File: config.mk
export PLATFORM = sky130hd
export DESIGN_NAME = jca_post
export DESIGN_NICKNAME = d
export VERILOG_FILES = /design/src/hw/rtl/jca_pkg.sv /design/src/hw/rtl/jca_post.sv
export SDC_FILE = /design/constraint.sdc
export NUM_CORES = 1
export LEC_CHECK = 0
export BUFFER_PORTS_ARGS = -buffer_cell sky130_fd_sc_hd__buf_2
export CORE_MARGIN = 5
export CORE_UTILIZATION = 60
export DETAILED_ROUTE_END_ITERATION = 7
export MAX_ROUTING_LAYER = met4
export PLACE_DENSITY = 0.9
export RECOVER_POWER = 25
export SLEW_MARGIN = 40
export SYNTH_ARGS = -nofsm -noshare
export SYNTH_HDL_FRONTEND = slang
export SYNTH_SLANG_ARGS = --single-unit
File: constraint.sdc
create_clock -name aclk -period 8.5 [get_ports aclk]
set_input_delay 1.275 -clock aclk [delete_from_list [all_inputs] [get_ports aclk]]
set_output_delay 1.275 -clock aclk [all_outputs]
set_load 0.05 [all_outputs]
File: src/hw/rtl/jca_pkg.sv
// Shared constants, types and the CORDIC angle table for the joint angle pipeline.
package jca_pkg;

    localparam int COORD_BITS_DEF      = 12;
    localparam int ANGLE_FRAC_BITS_DEF = 8;
    localparam int CORDIC_STEPS_DEF    = 16;

    // Coordinates are scaled up by this shift before the first rotation.
    localparam int PRE_SHIFT = 24;
    // Fraction bits of the angle accumulator.
    localparam int ACC_FRAC  = 20;
    localparam int TABLE_LEN = 24;
    // The accumulator stays below 100 degrees at 20 fraction bits.
    localparam int Z_W       = 28;
    // Working width for the final angle sums, wide enough for 12 fraction bits.
    localparam int ANG_W     = 24;
    localparam int OUT_W     = 18;
    localparam int OUT_DATA_W = ((2 * OUT_W + 7) / 8) * 8;

    typedef enum logic [1:0] {
        KIND_EQ  = 2'd0,
        KIND_NEG = 2'd1,
        KIND_POS = 2'd2
    } seg_kind_t;

    typedef struct packed {
        seg_kind_t kind1;
        seg_kind_t kind2;
    } side_t;

    // atan(2^-i) in degrees, scaled by 2^ACC_FRAC.
    function automatic logic signed [Z_W-1:0] atan_deg(input logic [4:0] i);
        logic signed [Z_W-1:0] v;
        case (i)
            5'd0:    v = Z_W'(47185920);
            5'd1:    v = Z_W'(27855475);
            5'd2:    v = Z_W'(14718068);
            5'd3:    v = Z_W'(7471121);
            5'd4:    v = Z_W'(3750058);
            5'd5:    v = Z_W'(1876857);
            5'd6:    v = Z_W'(938658);
            5'd7:    v = Z_W'(469357);
            5'd8:    v = Z_W'(234682);
            5'd9:    v = Z_W'(117342);
            5'd10:   v = Z_W'(58671);
            5'd11:   v = Z_W'(29335);
            5'd12:   v = Z_W'(14668);
            5'd13:   v = Z_W'(7334);
            5'd14:   v = Z_W'(3667);
            5'd15:   v = Z_W'(1833);
            5'd16:   v = Z_W'(917);
            5'd17:   v = Z_W'(458);
            5'd18:   v = Z_W'(229);
            5'd19:   v = Z_W'(115);
            5'd20:   v = Z_W'(57);
            5'd21:   v = Z_W'(29);
            5'd22:   v = Z_W'(14);
            5'd23:   v = Z_W'(7);
            default: v = '0;
        endcase
        return v;
    endfunction

endpackage

File: src/hw/rtl/jca_post.sv
// Output stage: rounding, quadrant offsets, theta2 relative to theta1, saturation.
module jca_post #(
    parameter int ANGLE_FRAC_BITS = jca_pkg::ANGLE_FRAC_BITS_DEF
) (
    input  logic                           aclk,
    input  logic                           aresetn,
    input  logic                           in_valid,
    output logic                           in_ready,
    input  logic signed [jca_pkg::Z_W-1:0] in_z1,
    input  logic signed [jca_pkg::Z_W-1:0] in_z2,
    input  jca_pkg::side_t                 in_side,
    output logic                           m_tvalid,
    input  logic                           m_tready,
    output logic [jca_pkg::OUT_DATA_W-1:0] m_tdata
);
    import jca_pkg::*;

    localparam int SH = ACC_FRAC - ANGLE_FRAC_BITS;
    localparam logic signed [Z_W-1:0]   HALF   = Z_W'(1) <<< (SH - 1);
    localparam logic signed [ANG_W-1:0] ONE80  = ANG_W'(180 * (2 ** ANGLE_FRAC_BITS));
    localparam logic signed [ANG_W-1:0] NINETY = ANG_W'(90 * (2 ** ANGLE_FRAC_BITS));
    localparam logic signed [ANG_W-1:0] SAT_MAX = ANG_W'((2 ** (OUT_W - 1)) - 1);
    localparam logic signed [ANG_W-1:0] SAT_MIN = -ANG_W'(2 ** (OUT_W - 1));

    logic signed [Z_W-1:0]   r1, r2;
    logic signed [ANG_W-1:0] a1, a2, t1, t2;
    logic signed [OUT_W-1:0] first_next, second_next;
    logic valid_reg;
    logic signed [OUT_W-1:0] first_reg, second_reg;

    always_comb begin
        r1 = (in_z1 + HALF) >>> SH;
        r2 = (in_z2 + HALF) >>> SH;
        a1 = ANG_W'(r1);
        a2 = ANG_W'(r2);
        case (in_side.kind1)
            KIND_NEG: t1 = a1;
            KIND_POS: t1 = ONE80 + a1;
            default:  t1 = NINETY;
        endcase
        // An equal-x second segment reports 90 without subtracting theta1.
        case (in_side.kind2)
            KIND_NEG: t2 = a2 - t1;
            KIND_POS: t2 = ONE80 + a2 - t1;
            default:  t2 = NINETY;
        endcase
        if (t1 > SAT_MAX) begin
            first_next = OUT_W'(SAT_MAX);
        end else if (t1 < SAT_MIN) begin
            first_next = OUT_W'(SAT_MIN);
        end else begin
            first_next = OUT_W'(t1);
        end
        if (t2 > SAT_MAX) begin
            second_next = OUT_W'(SAT_MAX);
        end else if (t2 < SAT_MIN) begin
            second_next = OUT_W'(SAT_MIN);
        end else begin
            second_next = OUT_W'(t2);
        end
    end

    assign in_ready = !valid_reg || m_tready;

    always_ff @(posedge aclk) begin
        if (!aresetn) begin
            valid_reg <= 1'b0;
        end else if (in_ready) begin
            valid_reg <= in_valid;
        end
    end

    always_ff @(posedge aclk) begin
        if (in_valid && in_ready) begin
            first_reg  <= first_next;
            second_reg <= second_next;
        end
    end

    assign m_tvalid = valid_reg;
    assign m_tdata  = {{(OUT_DATA_W - 2 * OUT_W){1'b0}}, second_reg, first_reg};

endmodule

==> results.txt <==
Violated checks -> capacitance limit, slew limit
Vias in the first global route -> 3815
Total number of vias -> 4079
CTS Buf Count -> 5
Final GP Congestion -> 0.928
Crit path cell chain -> buf_2 > ha_1 > nand3_1 > nor2b_1 > nand2_1 > xor2_1 > inv_1 > ha_1 > or3_1 > xor2_1 > a221o_1 > inv_1 > ha_1 > ha_1 > a21oi_1 > nor2b_1 > a211oi_1 > a31oi_1 > o21ai_0 > nand2_1 > a221oi_2 > nor2_2 > o41ai_1
Delay-heaviest family, CP -> compound AO/OA/AOI/OAI gates
Nets -> 706
CORE AREA -> 0.00725 mm²
Final hold violation count -> 0
Final WL -> 10800 µm
Worst path slowest cell -> or3_1
CP Launch Type -> input port
Root Driver -> clkbuf_8
Max-cap viol count -> 1
Number of port buffers -> 79
Outcome -> finished with violations
Initial Utilization -> 0.618
CTS max path bufs -> 2
Cts hold-fix bufs -> 0
Clk_lat worst skew -> 0.28 ns
Final Cell Area -> 0.00499 mm²
Crit path max fanout -> 13
Fin. max-slew vios -> 37
DP Wirelength -> 8950 µm
Post_cts resized -> 0
Distinct cells, synth -> 64
Initial antenna violation count -> 0
Main synth FF type -> edfxtp_1
Syn avg cell area -> 8.76 µm²
Slew @ Worst Pin -> 1.83 ns
Clock-pin slew on the worst setup and hold paths -> 0.07 ns
CTS tree -> yes
Antenna cells -> 0
FP Rows -> 31
Largest net degree at the start of global routing -> 37
Top cells by area, synth -> edfxtp_1 24%, ha_1 13%, xnor2_1 6.6%
Leakage Power -> 2.20 nW
# Post-CTS Setup Buffers -> 0
Clk sinks -> 37
Flops & latches, synth -> 37
First-pass GRT wire length -> 17300 µm
Per-cell routed wire length -> 15.8 µm
Worst hold-check path type -> register to register
Area growth from synthesis to layout -> 11.4%
Post-Layout Cell Count -> 682
1st-iter DRT viols -> 432
Max Fclk -> 155 MHz
Grt total ovfl -> 0
List of most frequent post-synthesis cells -> 65 x inv_1, 47 x ha_1, 46 x nor2_1
Crit path kind -> input port to register
Post-synth ARST share -> 0
Routed vias/inst -> 5.98
Die area -> 0.00930 mm²
Crit path DAT -> 6.52 ns
Number of synthesized flops with an enable pin -> 36
Top cell type's share of synthesized area -> 0.241
Share of layout cells above drive strength 1 -> 0.182
CP endpoint kind -> register
First-pass iteration count of the detailed router -> 5
Clk_skew -> 0.00976 ns
Most numerous cell in the Yosys netlist -> inv_1
Cell Area, Synth -> 0.00448 mm²
Die Y -> 96.5 µm
Die Wd -> 96.5 µm
H-tree Lvls -> 2
Placed cell area -> 0.00492 mm²
CP Data Required Time -> 8.57 ns
Synth area leader -> edfxtp_1
Power per cell area -> 157 mW/mm²
Antenna viol nets, final -> 0
RSZ-0062 raised after global routing -> false
Placed cells -> 674
Final setup vio count -> 0
CP most frequent cell -> ha_1
Final TNS setup -> 0 ns
Rel. slew slack -> -0.217
DRC viols -> 0
Fin crit period -> 6.45 ns
YS warnings -> 0
Finished Core Util -> 0.688
Seq/Total Area, Yosys -> 0.246
# IOs -> 106
Final Cycle Share -> 0.759
GRT Overall Usage -> 0.244
CP max stage delay -> 0.43 ns
Crit path buffers/inverters -> 3
Synth Instances -> 512
Peak supply drop -> 0.0663 mV
## logic make-up (layout without fill, tap and decap cells)
logic type               Yosys count  count (layout)  synth area share
AO/OA/AOI/OAI                    125             125             0.207
flip-flops                        37              37             0.246
AND/OR/NAND/NOR                  141             141             0.155
multiplexers                       2               2           0.00502
buffers and inverters             85             153            0.0781
XOR/XNOR                          61              61             0.119
adder cells (fa/ha/maj)           60              60             0.189
other                              1               4          0.000836
## per-stage QoR
step | power [mW] | hold slack (ns) | setup WS (ns)
2_1_floorplan | 0.577 | 1.15 | 2.87
3_3_place_gp | 0.654 | 0.504 | 2.16
3_5_place_dp | 0.666 | 0.552 | 1.95
4_1_cts | 0.778 | 0.561 | 2.19
5_1_grt | 0.831 | 0.605 | 1.74
6_report | 0.783 | 0.553 | 2.05
## power by group
| part | switching [mW] | total [mW] | internal (mW) |
|---|---|---|---|
| registers | 0.00570 | 0.234 | 0.228 |
| logic | 0.283 | 0.437 | 0.155 |
| clock network | 0.0542 | 0.112 | 0.0574 |
| total | 0.343 | 0.783 | 0.440 |
## path summary, 6_finish.rpt
check                   endpoint  cells past startpoint  startpoint  slack (ns)
hold reg to reg         m_tvalid                      2    m_tvalid        0.55
setup / recovery   second_reg[0]                     23   in_z1[12]        2.05
hold / removal          m_tvalid                      2    m_tvalid        0.55
setup reg to reg  second_reg[14]                      3    m_tvalid        6.22
## cell type report
cell class	instances	area, µm²
fill	573	2260
clock buffer	7	76.3
inverter	65	244
sequential	37	1100
multi-input combinational	393	3040
clock inverter	1	5.00
timing repair buffer	80	399
tap	99	124
## cells in the final DEF, fill, tap and decap left out, drive strengths merged, types with 3 or more instances in the layout
master  netlist  routed
and2          4       4
clkbuf       13       8
o21bai        3       3
xor2         27      27
a221o         4       4
buf           7      79
nand2b        6       6
nand4         7       7
nand3b        3       3
conb          1       4
edfxtp       36      36
a21o          8       8
o21a          4       4
nand3        19      19
nor2b         5       5
nand2        28      28
nor2         47      47
o221ai        4       4
xnor2        34      34
a22oi         9       9
o21ai        17      17
fa           13      13
a221oi        9       9
a31oi        10      10
inv          65      65
and3         12      12
nor3          4       4
a21oi        24      24
ha           47      47
o31ai        14      14
## worst register-to-register path: stages (launching register included)
cell	delay, ns
dfxtp_1	0.31
nand2b_1	0.10
and2_1	0.13
clkbuf_1	1.31
## metal layers
layer | up-vias | wire length (µm) | global-route usage
li1 | 1947 | - | -
met1 | 1866 | 4540 | 0.312
met2 | 235 | 4990 | 0.406
met3 | 31 | 1020 | 0.0287
met4 | 0 | 243 | 0.0794
met5 | - | 0 | -
Note: power is estimated with default switching activity, not from simulation.
